**config.mk**
```make
export PLATFORM = sky130hd
export DESIGN_NAME = valve_safety_interlock_core
export DESIGN_NICKNAME = d
export VERILOG_FILES = /design/src/rtl/vsi_pkg.sv /design/src/rtl/vsi_rules.sv /design/src/rtl/valve_safety_interlock_core.sv
export SDC_FILE = /design/constraint.sdc
export NUM_CORES = 1
export LEC_CHECK = 0
export ABC_CLOCK_PERIOD_IN_PS = 3100
export BUFFER_PORTS_ARGS = -buffer_cell sky130_fd_sc_hd__buf_2
export CAP_MARGIN = 0
export CELL_PAD_IN_SITES_DETAIL_PLACEMENT = 1
export CELL_PAD_IN_SITES_GLOBAL_PLACEMENT = 1
export CORE_ASPECT_RATIO = 0.7
export CORE_UTILIZATION = 23
export CTS_BUF_LIST = sky130_fd_sc_hd__clkbuf_16
export DETAILED_ROUTE_END_ITERATION = 7
export PLACE_DENSITY_LB_ADDON = 0.1
export RECOVER_POWER = 100
export SETUP_SLACK_MARGIN = 0.5
export SLEW_MARGIN = 10
export SYNTH_ARGS = -nofsm -noshare
export SYNTH_HDL_FRONTEND = slang
export SYNTH_HIERARCHICAL = 1
export SYNTH_SLANG_ARGS = --single-unit
```
**constraint.sdc**
```tcl
create_clock -name clock -period 3.1 [get_ports clock]
set_input_delay 0.155 -clock clock [delete_from_list [all_inputs] [get_ports clock]]
set_output_delay 0.155 -clock clock [all_outputs]
set_load 0.1 [all_outputs]
```
**src/rtl/vsi_pkg.sv**
```systemverilog
// Shared types and codes of the valve safety interlock.
package vsi_pkg;

   // Field widths of the request and response items
   localparam int KIND_W    = 3;
   localparam int CYL_W     = 3;
   localparam int STATE_W   = 3;
   localparam int ERR_W     = 2;
   localparam int OUT_MASK_W = 6;

   // Command kinds
   localparam logic [KIND_W-1:0] KIND_SUPPLY     = 3'd0;
   localparam logic [KIND_W-1:0] KIND_EXHAUST    = 3'd1;
   localparam logic [KIND_W-1:0] KIND_TEST       = 3'd2;
   localparam logic [KIND_W-1:0] KIND_TOTAL_TEST = 3'd3;
   localparam logic [KIND_W-1:0] KIND_ALL_OFF    = 3'd4;
   localparam logic [KIND_W-1:0] KIND_PERIODIC   = 3'd5;

   // Cylinder states
   localparam logic [STATE_W-1:0] ST_INIT        = 3'd0;
   localparam logic [STATE_W-1:0] ST_WAIT_TEST   = 3'd1;
   localparam logic [STATE_W-1:0] ST_READY       = 3'd2;
   localparam logic [STATE_W-1:0] ST_ACTIVE      = 3'd3;
   localparam logic [STATE_W-1:0] ST_LOW_WARNING = 3'd4;
   localparam logic [STATE_W-1:0] ST_LOW_REPLACE = 3'd5;

   // Error codes
   localparam logic [ERR_W-1:0] ERR_OK        = 2'd0;
   localparam logic [ERR_W-1:0] ERR_BAD_INDEX = 2'd1;
   localparam logic [ERR_W-1:0] ERR_INTERLOCK = 2'd2;
   localparam logic [ERR_W-1:0] ERR_PLATFORM  = 2'd3;

   // One request item
   typedef struct packed {
      logic [KIND_W-1:0]  kind;
      logic [CYL_W-1:0]   cylinder;
      logic               turn_on;
      logic [STATE_W-1:0] cyl_state;
      logic               qualified;
      logic               auto_mode;
      logic               hw_ok;
   } req_type;

   // Sticky alarm flags
   typedef struct packed {
      logic platform;
      logic interlock;
   } alarm_type;

   // Verdict on one request
   typedef struct packed {
      logic             accepted;
      logic [ERR_W-1:0] error_code;
   } outcome_type;

endpackage

```
**src/rtl/vsi_rules.sv**
```systemverilog
// Interlock rules: evaluates one request against the valve state.
module vsi_rules #(
   parameter int CYLINDERS = 6
) (
   input  vsi_pkg::req_type      cmd,
   input  logic [CYLINDERS-1:0]  sup_mask,
   input  logic [CYLINDERS-1:0]  exh_mask,
   input  logic [CYLINDERS-1:0]  tst_mask,
   input  logic                  total_on,
   input  vsi_pkg::alarm_type    alarm,
   output logic [CYLINDERS-1:0]  sup_mask_in,
   output logic [CYLINDERS-1:0]  exh_mask_in,
   output logic [CYLINDERS-1:0]  tst_mask_in,
   output logic                  total_on_in,
   output vsi_pkg::alarm_type    alarm_in,
   output vsi_pkg::outcome_type  outcome
);
   import vsi_pkg::*;

   localparam logic [CYL_W:0] CYL_LIMIT = (CYL_W+1)'(CYLINDERS);

   logic [CYLINDERS-1:0] sel;
   logic                 in_range;
   logic                 sup_state_ok;
   logic                 sup_conflict;
   logic                 man_ok;
   logic                 refuse;

   // Decode the cylinder index into a one-hot select
   always_comb begin
      for (int i = 0; i < CYLINDERS; i++) begin
         sel[i] = ({1'b0, cmd.cylinder} == (CYL_W+1)'(i));
      end
   end

   assign in_range = ({1'b0, cmd.cylinder} < CYL_LIMIT);

   // Supply open: allowed state, no exhaust or test on this cylinder, no other supply
   assign sup_state_ok = (cmd.cyl_state == ST_READY && cmd.qualified) ||
                         cmd.cyl_state == ST_ACTIVE || cmd.cyl_state == ST_LOW_WARNING;
   assign sup_conflict = (|(exh_mask & sel)) || (|(tst_mask & sel)) ||
                         (|(sup_mask & ~sel));

   // Exhaust or test open: auto mode, allowed state, supply closed
   assign man_ok = cmd.auto_mode && !(|(sup_mask & sel)) &&
                   (cmd.cyl_state == ST_INIT || cmd.cyl_state == ST_WAIT_TEST ||
                    cmd.cyl_state == ST_READY || cmd.cyl_state == ST_LOW_REPLACE);

   // Refuse an open request that breaks the rules
   always_comb begin
      refuse = 1'b0;
      if (cmd.turn_on) begin
         if (cmd.kind == KIND_SUPPLY) begin
            refuse = !sup_state_ok || sup_conflict;
         end else begin
            refuse = !man_ok || (cmd.kind == KIND_TEST && !total_on);
         end
      end
   end

   // Work out the next valve state, alarms and verdict
   always_comb begin
      sup_mask_in = sup_mask;
      exh_mask_in = exh_mask;
      tst_mask_in = tst_mask;
      total_on_in = total_on;
      alarm_in    = alarm;
      outcome.accepted   = 1'b0;
      outcome.error_code = ERR_OK;
      unique case (cmd.kind)
         KIND_SUPPLY, KIND_EXHAUST, KIND_TEST: begin
            if (!in_range) begin
               outcome.error_code = ERR_BAD_INDEX;
            end else if (refuse) begin
               alarm_in.interlock = 1'b1;
               outcome.error_code = ERR_INTERLOCK;
            end else if (!cmd.hw_ok) begin
               alarm_in.platform  = 1'b1;
               outcome.error_code = ERR_PLATFORM;
            end else begin
               outcome.accepted = 1'b1;
               priority if (cmd.kind == KIND_SUPPLY) begin
                  sup_mask_in = cmd.turn_on ? (sup_mask | sel) : (sup_mask & ~sel);
               end else if (cmd.kind == KIND_EXHAUST) begin
                  exh_mask_in = cmd.turn_on ? (exh_mask | sel) : (exh_mask & ~sel);
               end else begin
                  tst_mask_in = cmd.turn_on ? (tst_mask | sel) : (tst_mask & ~sel);
               end
            end
         end
         KIND_TOTAL_TEST: begin
            if (total_on == cmd.turn_on) begin
               outcome.accepted = 1'b1;
            end else if (!cmd.hw_ok) begin
               alarm_in.platform  = 1'b1;
               outcome.error_code = ERR_PLATFORM;
            end else begin
               total_on_in      = cmd.turn_on;
               outcome.accepted = 1'b1;
            end
         end
         KIND_ALL_OFF: begin
            if (!cmd.hw_ok) begin
               alarm_in.platform  = 1'b1;
               outcome.error_code = ERR_PLATFORM;
            end else begin
               sup_mask_in      = '0;
               exh_mask_in      = '0;
               tst_mask_in      = '0;
               total_on_in      = 1'b0;
               outcome.accepted = 1'b1;
            end
         end
         KIND_PERIODIC: begin
            if (!cmd.hw_ok) begin
               alarm_in.platform  = 1'b1;
               outcome.error_code = ERR_PLATFORM;
            end else begin
               outcome.accepted = 1'b1;
            end
         end
         default: begin
            outcome.error_code = ERR_BAD_INDEX;
         end
      endcase
   end

endmodule

```
**src/rtl/valve_safety_interlock_core.sv**
```systemverilog
// Top level of the valve safety interlock: request register, rules, response register.
//
//   channel  direction  handshake               payload
//   req_     in         req_valid / req_ready   kind, cylinder, turn_on, cyl_state,
//                                               qualified, auto_mode, hw_ok
//   rsp_     out        rsp_valid / rsp_ready   accepted, error_code, valve masks,
//                                               total test, alarm flags
//
// One request per cycle sustained while responses are taken; a response is offered once its
// request has passed the request register and then the response register.
// The valve state is updated in the same cycle a request leaves the request register,
// so the next request always sees the result of the one before.
// Reset closes every valve and clears both alarms and both pipeline stages.
// A stalled response holds both stages; req_ready falls only when both are full.
module valve_safety_interlock_core #(
   parameter int CYLINDERS = 6
) (
   input  logic                                clock,
   input  logic                                reset,
   input  logic                                req_valid,
   output logic                                req_ready,
   input  logic [vsi_pkg::KIND_W-1:0]          req_kind,
   input  logic [vsi_pkg::CYL_W-1:0]           req_cylinder,
   input  logic                                req_turn_on,
   input  logic [vsi_pkg::STATE_W-1:0]         req_cyl_state,
   input  logic                                req_qualified,
   input  logic                                req_auto_mode,
   input  logic                                req_hw_ok,
   output logic                                rsp_valid,
   input  logic                                rsp_ready,
   output logic                                rsp_accepted,
   output logic [vsi_pkg::ERR_W-1:0]           rsp_error_code,
   output logic [vsi_pkg::OUT_MASK_W-1:0]      rsp_supply_open,
   output logic [vsi_pkg::OUT_MASK_W-1:0]      rsp_exhaust_open,
   output logic [vsi_pkg::OUT_MASK_W-1:0]      rsp_test_open,
   output logic                                rsp_total_test_on,
   output logic                                rsp_alarm_interlock,
   output logic                                rsp_alarm_platform
);
   import vsi_pkg::*;

   req_type              req_ff;
   logic                 req_valid_ff;
   logic                 advance;

   logic [CYLINDERS-1:0] sup_ff, sup_in;
   logic [CYLINDERS-1:0] exh_ff, exh_in;
   logic [CYLINDERS-1:0] tst_ff, tst_in;
   logic                 total_ff, total_in;
   alarm_type            alarm_ff, alarm_in;
   outcome_type          outcome;

   logic [OUT_MASK_W-1:0] sup_out, exh_out, tst_out;

   logic                  rsp_valid_ff;
   outcome_type           rsp_outcome_ff;
   logic [OUT_MASK_W-1:0] rsp_sup_ff, rsp_exh_ff, rsp_tst_ff;
   logic                  rsp_total_ff;
   alarm_type             rsp_alarm_ff;

   // Move the request stage on when the response register is free or being drained
   assign advance   = !rsp_valid_ff || rsp_ready;
   assign req_ready = !req_valid_ff || advance;

   // Hold the incoming request
   always_ff @(posedge clock) begin
      if (reset) begin
         req_valid_ff <= 1'b0;
      end else if (req_ready) begin
         req_valid_ff <= req_valid;
      end
   end

   always_ff @(posedge clock) begin
      if (req_valid && req_ready) begin
         req_ff.kind      <= req_kind;
         req_ff.cylinder  <= req_cylinder;
         req_ff.turn_on   <= req_turn_on;
         req_ff.cyl_state <= req_cyl_state;
         req_ff.qualified <= req_qualified;
         req_ff.auto_mode <= req_auto_mode;
         req_ff.hw_ok     <= req_hw_ok;
      end
   end

   vsi_rules #(
      .CYLINDERS (CYLINDERS)
   ) u_rules (
      .cmd         (req_ff),
      .sup_mask    (sup_ff),
      .exh_mask    (exh_ff),
      .tst_mask    (tst_ff),
      .total_on    (total_ff),
      .alarm       (alarm_ff),
      .sup_mask_in (sup_in),
      .exh_mask_in (exh_in),
      .tst_mask_in (tst_in),
      .total_on_in (total_in),
      .alarm_in    (alarm_in),
      .outcome     (outcome)
   );

   // Commit the valve state when the request moves on
   always_ff @(posedge clock) begin
      if (reset) begin
         sup_ff   <= '0;
         exh_ff   <= '0;
         tst_ff   <= '0;
         total_ff <= 1'b0;
         alarm_ff <= '0;
      end else if (req_valid_ff && advance) begin
         sup_ff   <= sup_in;
         exh_ff   <= exh_in;
         tst_ff   <= tst_in;
         total_ff <= total_in;
         alarm_ff <= alarm_in;
      end
   end

   // Fit the masks to the six-bit response fields
   generate
      for (genvar i = 0; i < OUT_MASK_W; i++) begin : g_out
         if (i < CYLINDERS) begin : g_used
            assign sup_out[i] = sup_in[i];
            assign exh_out[i] = exh_in[i];
            assign tst_out[i] = tst_in[i];
         end else begin : g_unused
            assign sup_out[i] = 1'b0;
            assign exh_out[i] = 1'b0;
            assign tst_out[i] = 1'b0;
         end
      end
   endgenerate

   // Hold the response until it is taken
   always_ff @(posedge clock) begin
      if (reset) begin
         rsp_valid_ff <= 1'b0;
      end else if (advance) begin
         rsp_valid_ff <= req_valid_ff;
      end
   end

   always_ff @(posedge clock) begin
      if (req_valid_ff && advance) begin
         rsp_outcome_ff <= outcome;
         rsp_sup_ff     <= sup_out;
         rsp_exh_ff     <= exh_out;
         rsp_tst_ff     <= tst_out;
         rsp_total_ff   <= total_in;
         rsp_alarm_ff   <= alarm_in;
      end
   end

   assign rsp_valid           = rsp_valid_ff;
   assign rsp_accepted        = rsp_outcome_ff.accepted;
   assign rsp_error_code      = rsp_outcome_ff.error_code;
   assign rsp_supply_open     = rsp_sup_ff;
   assign rsp_exhaust_open    = rsp_exh_ff;
   assign rsp_test_open       = rsp_tst_ff;
   assign rsp_total_test_on   = rsp_total_ff;
   assign rsp_alarm_interlock = rsp_alarm_ff.interlock;
   assign rsp_alarm_platform  = rsp_alarm_ff.platform;

endmodule

```
### Word-level counts from Yosys, hierarchy flattened

Cells that the tools add are included.

* reduce and logical (&&, ||, !) cells: 32
* bitwise gates (word level): 10
* order comparisons: 1
* equality and inequality tests: 16
* mux-type cells: 46

Operators by type and width (count)
* two-way mux 6 bit: 20
* AND 6 bit: 6
* one-hot mux 6 bit (2 select lines): 3
* OR reduction 6 bit: 4
* equality test 3 x 2 -> 1 bit (second input constant): 6
* equality test 3 bit (second input constant): 6
* bitwise OR 6 bit: 3
* two-way mux 1 bit: 14
* logical OR 1 bit: 11
* two-way mux 2 bit: 5
* equality test 3 x 1 -> 1 bit (second input constant): 3
* zero test 3 bit: 3
* logical AND 1 bit: 6
* zero test 1 bit: 6
* inverter 6 bit: 1
* one-hot mux 1 bit (3 select lines): 2
* one-hot mux 2 bit (3 select lines): 1
* less-than comparator 3 bit (second input constant): 1
* OR reduction 3 bit: 1
* one-hot mux 1 bit (2 select lines): 1
* OR reduction 2 bit: 1
* equality test 1 bit: 1

* flip-flop bits (word level): 60
* input bits: 17

### Logic depth before layout (Yosys ltp)

* depth in word-level cells: 13
* depth in mapped cells: 10
* mapped depth without buffers: 7

### Hierarchy

Netlist, hierarchy kept.

By module, submodules not included
* valve_safety_interlock_core: instances 1, sequential area each 1571.5 um^2, area an instance 2158.3 um^2, cells each 138
* vsi_rules: instances 1, sequential area each 0.0 um^2, area an instance 1087.3 um^2, cells each 164

### Worst setup path after synthesis

OpenSTA, ideal clock, no wires.

* kind: reg-to-reg
* start: register rsp_valid_ff (netlist: rsp_valid)
* end: register req_valid_ff
* buffers on the path: 0
* required time: 3.016 ns
* arrival: 2.126 ns
* cell stages (with the launch flop): 4
* path slack: 0.890 ns
* cells stage by stage: dfxtp_1 nor2b_4 nand2_1 a21oi_1

* cells in the longest elaborated chain, start to end: 3

RTL lines
* start, declared: RTL line valve_safety_interlock_core.sv:55 `logic rsp_valid_ff;`
* start signal, assigned: RTL line valve_safety_interlock_core.sv:140 `rsp_valid_ff <= req_valid_ff;`
* zero test 1 bit: RTL line valve_safety_interlock_core.sv:62 `assign advance = !rsp_valid_ff || rsp_ready;`
* logical OR 1 bit: RTL line valve_safety_interlock_core.sv:62
* logical OR 1 bit: RTL line valve_safety_interlock_core.sv:63 `assign req_ready = !req_valid_ff || advance;`
* named net req_ready: RTL line valve_safety_interlock_core.sv:21 `output logic req_ready,`
* end signal, assigned: RTL line valve_safety_interlock_core.sv:70 `req_valid_ff <= req_valid;`
* end, declared: RTL line valve_safety_interlock_core.sv:43 `logic req_valid_ff;`

The timed path passes the listed nets, and every way through them passes these cells.
A chain may end at the register's enable or synchronous reset.

### Worst setup path after layout

* start: register req_ff[8] (netlist name)
* end: register sup_ff[3]

* cells in the longest elaborated chain, start to end: 13
* elaborated cells on any way between the ends: 33
* those cells by class: order compare (1); eq/ne (5); mux (8); bitwise (6); reduce/logical (13)

RTL lines
* start, declared: RTL line valve_safety_interlock_core.sv:42 `req_type req_ff;`
* equality test 3 x 1 -> 1 bit (tied with other cells): RTL line vsi_rules.sv:32 `sel[i] = ({1'b0, cmd.cylinder} == (CYL_W+1)'(i));`
* AND 6 bit: RTL line vsi_rules.sv:45 `assign man_ok = cmd.auto_mode && !(|(sup_mask & sel)) &&`
* OR reduction 6 bit: RTL line vsi_rules.sv:45
* zero test 1 bit: RTL line vsi_rules.sv:45
* logical AND 1 bit (2 in series): RTL line vsi_rules.sv:45
* zero test 1 bit: RTL line vsi_rules.sv:56 `refuse = !man_ok || (cmd.kind == KIND_TEST && !total_on);`
* logical OR 1 bit: RTL line vsi_rules.sv:56
* two-way mux 1 bit: RTL line vsi_rules.sv:53 `if (cmd.kind == KIND_SUPPLY) begin`
* two-way mux 1 bit: RTL line vsi_rules.sv:52 `if (cmd.turn_on) begin`
* two-way mux 6 bit: RTL line vsi_rules.sv:74 `end else if (refuse) begin`
* two-way mux 6 bit *: RTL line vsi_rules.sv:72 `if (!in_range) begin`
* one-hot mux 6 bit (2 select lines) *: RTL line vsi_rules.sv:70 `unique case (cmd.kind)`
* named net sup_in[3]: RTL line valve_safety_interlock_core.sv:46 `logic [CYLINDERS-1:0] sup_ff, sup_in;`
* end signal, assigned: RTL line valve_safety_interlock_core.sv:112 `sup_ff <= sup_in;`
* end, declared: RTL line valve_safety_interlock_core.sv:46

The timed path passes the listed nets; every way through them passes the cells marked *.

==> flow_summary_export.csv <==
group,metric,value,unit
cells_and_area,nFillCells,1530,
die,dieWidth,144.0,microns
logic_synthesis,ys_ff_latch,60,
logic_synthesis,ys_warn_count,6,
cells_and_area,multi_input_area,0.001612,sq mm
clock_tree,cts.path.max_buffers,2,
logic_synthesis,ys_seq_area_share,48.42,%
clock_tree,cts.sinks,60,
timing,setup_viol,0,
setup_path,cp.required,3.36,ns
setup_path,worstSetupPathType,"flop to flop",
setup_path,worstPathArrival,2.93,ns
detailed_routing,drt_iter0_drc,89,
logic_synthesis,synth_area,0.003246,sq mm
setup_path,end_kind,"flop",
timing,period_needed,2.677,ns
pwr,powerDensity,522.9,mW/mm^2
logic_synthesis,async_reset_ff_share,0,%
die,ioPinCount,43,
logic_synthesis,syn_nets,319,
logic_synthesis,ys.flop_type,"edfxtp_1",
timing,rsz0062_at_grt,"yes",
placement,placed_cell_area,0.003631,sq mm
die,coreArea,0.01344,sq mm
logic_synthesis,synth_edf_count,37,
timing,worst_pin_slew,1.442,ns
placement,port_buffers,42,
logic_synthesis,synth_mux_area_share,7.749,%
timing,slew_headroom,3.638,%
timing,slew_viol_final,0,
run,drv_cap,0,
detailed_routing,via_per_inst,4.538,
detailed_routing,wirelength,9.559,mm
global_routing,antenna_found_initial,0,
clock_tree,h-tree-depth,3,
global_routing,overflow,0,
cells_and_area,regArea,0.001572,sq mm
pwr,cellLeakagePower,1.534,nW
pwr,total_power,2.188,mW
setup_path,cp_max_fo,10,
clock_tree,cts_tree,"yes",
cells_and_area,antennaDiodeCount,0,
cells_and_area,final_util,31.13,%
logic_synthesis,synth_cell_types,57,
timing,fmax,0.3735,GHz
logic_synthesis,synthAdderAreaFrac,0,%
global_routing,grt_pass1_vias,2504,
detailed_routing,drc,0,
detailed_routing,wire_per_inst,17.19,microns
clock_tree,insertion_delay,0.33,ns
logic_synthesis,synth_compound_area_share,20.55,%
timing,final-hold-violation-count,0,
logic_synthesis,netlist_instances,302,
clock_tree,numCtsBuffers,9,
outcome,status,"completed",
logic_synthesis,synth-simple-area-share,17.54,%
global_routing,grt_use_total,13.80,%
cells_and_area,finalNetCount,383,
worst_hold_path,hp-class,"input pin to flop",
global_routing,grt_pass1_wl,14.70,mm
placement,post-dp-hpwl,6.763,mm
logic_synthesis,synth_xor_area_share,0.2699,%
detailed_routing,vias,2523,
die,dieArea,0.01460,sq mm
clock_tree,clkTransAtPathRegs,0.05,ns
setup_path,worst-r2r-cell-count,9,
detailed_routing,drt_pass1_iterations,4,
logic_synthesis,syn_area_per_cell,10.75,sq um
timing,fin_crit_sh,86.36,%
die,die_h,101.4,microns
die,start_util,24.14,%
cells_and_area,area_growth_syn_to_layout,28.95,%
cells_and_area,final_common_cell,"nand2b_1",
clock_tree,root_buffer,"clkbuf_16",
cells_and_area,drive_gt1_share,19.95,%
logic_synthesis,synth_top_family_by_area,"compound AO/OA/AOI/OAI gates",
detailed_routing,final_antenna_net_count,0,
pwr,vdd_ir_drop_max,0.2426,mV
cells_and_area,most-common-layout-cells,"47 x nand2b_1, 37 x edfxtp_1, 28 x clkbuf_1",
die,num_rows,35,
worst_hold_path,hold_path_depth,1,
global_routing,grt_max_degree,45,
placement,gp_congestion,0.8235,
setup_path,start_kind,"flop",
cells_and_area,stdcell_area,0.004185,sq mm
timing,tns,0,ns
timing,finClkSkew,0.006986,ns
-- layout make-up --
| cell class | instances | share of cell area (%) |
|---|---|---|
| Multi-Input combinational cell | 212 | 38.51 |
| Sequential cell | 60 | 37.55 |
| Timing Repair Buffer | 74 | 10.94 |
| Tap cell | 185 | 5.531 |
| Clock buffer | 9 | 5.381 |
| Clock inverter | 7 | 1.286 |
| Inverter | 9 | 0.8072 |
-- worst max-delay path, cell delays in order, from the launching register on --
cell	delay [ns]
edfxtp_1	0.54
buf_6	0.21
nor4b_1	0.29
a22o_1	0.21
o221a_2	0.24
a31oi_1	0.17
buf_12	0.21
o41ai_1	0.49
nand2b_1	0.10
mux2i_1	0.14
-- flip-flops by register name, indices dropped and copies added, names as in the netlist --
| register | flops |
|---|---|
| sup_ff | 6 |
| rsp_total_test_on | 1 |
| rsp_alarm_interlock | 1 |
| rsp_accepted | 1 |
| tst_ff | 6 |
| rsp_error_code | 2 |
| req_valid_ff | 1 |
| rsp_test_open | 6 |
| rsp_alarm_platform | 1 |
| exh_ff | 6 |
| alarm_ff | 2 |
| req_ff | 13 |
| total_ff | 1 |
| rsp_supply_open | 6 |
| rsp_valid | 1 |
| rsp_exhaust_open | 6 |
-- through the flow --
step	hold slack (ns)	worst slack, ns	cells
finish	0.01311	0.4229	556
global placement	0.3319	0.4215	519
CTS	0.001360	0.4522	547
global route	0.0007663	0.2433	556
detailed placement	0.3352	0.3354	519
floorplan	0.2539	0.8896	302
-- cells in the mapped netlist, drive strengths merged, types with 2 or more instances --
| master | instances | share of area (%) |
|---|---|---|
| a31o | 2 | 0.54 |
| nor2 | 16 | 1.9 |
| edfxtp | 37 | 34 |
| o31ai | 6 | 1.4 |
| nor3 | 3 | 0.46 |
| inv | 9 | 1.0 |
| a31oi | 3 | 1.0 |
| buf | 12 | 3.4 |
| clkbuf | 9 | 1.0 |
| or3 | 3 | 0.58 |
| nand3b | 2 | 0.46 |
| a21oi | 26 | 4.0 |
| a221oi | 2 | 1.6 |
| nor2b | 3 | 0.89 |
| dfxtp | 23 | 14 |
| o21ai | 23 | 3.5 |
| mux2i | 24 | 7.4 |
| nand2 | 11 | 1.3 |
| or2 | 2 | 0.39 |
| a211oi | 2 | 0.62 |
| o41ai | 13 | 4.0 |
| nand2b | 48 | 9.3 |
-- cells by family (layout without fill, tap and decap cells) --
group / Yosys count / in the layout
xor gates and xnor gates: 1 / 1
AOI/OAI and AO/OA: 89 / 89
muxes: 25 / 25
DFF: 60 / 60
buffers and inverters: 30 / 99
and+or+nand+nor: 97 / 97
-- final timing paths --
| check | end | slack, ns | start |
|---|---|---|---|
| max | sup_ff[3]$_SDFFE_PP0P_ | 0.42 | req_ff[8]$_DFFE_PP_ |
| min reg2reg | alarm_ff[1]$_SDFFE_PP0P_ | 0.48 | alarm_ff[1]$_SDFFE_PP0P_ |
| min | req_ff[2]$_DFFE_PP_ | 0.01 | req_qualified |
| max reg2reg | sup_ff[3]$_SDFFE_PP0P_ | 0.42 | req_ff[8]$_DFFE_PP_ |
-- report_power, final --
part,switching (mW),internal [mW],leakage (nW)
Clock,0.339,0.605,0.148
Combinational,0.255,0.0883,0.859
Sequential,0.0213,0.880,0.527
Total,0.615,1.57,1.53
-- layer usage --
metal  wire [microns]  global-route usage, %
met3              333                  3.499
met2             3736                  18.51
met4              106                  4.173
met1             5382                  21.07
met5                0                      0
-- timing repair --
action	in CTS	in global routing
pin swaps	1	6
buffers inserted	2	9
hold buffers	10	0
resized for setup	9	23
gates cloned	0	0
setup endpoints to repair	21	36
hold endpoints to repair	10	0
(Power assumes the default switching activity.)
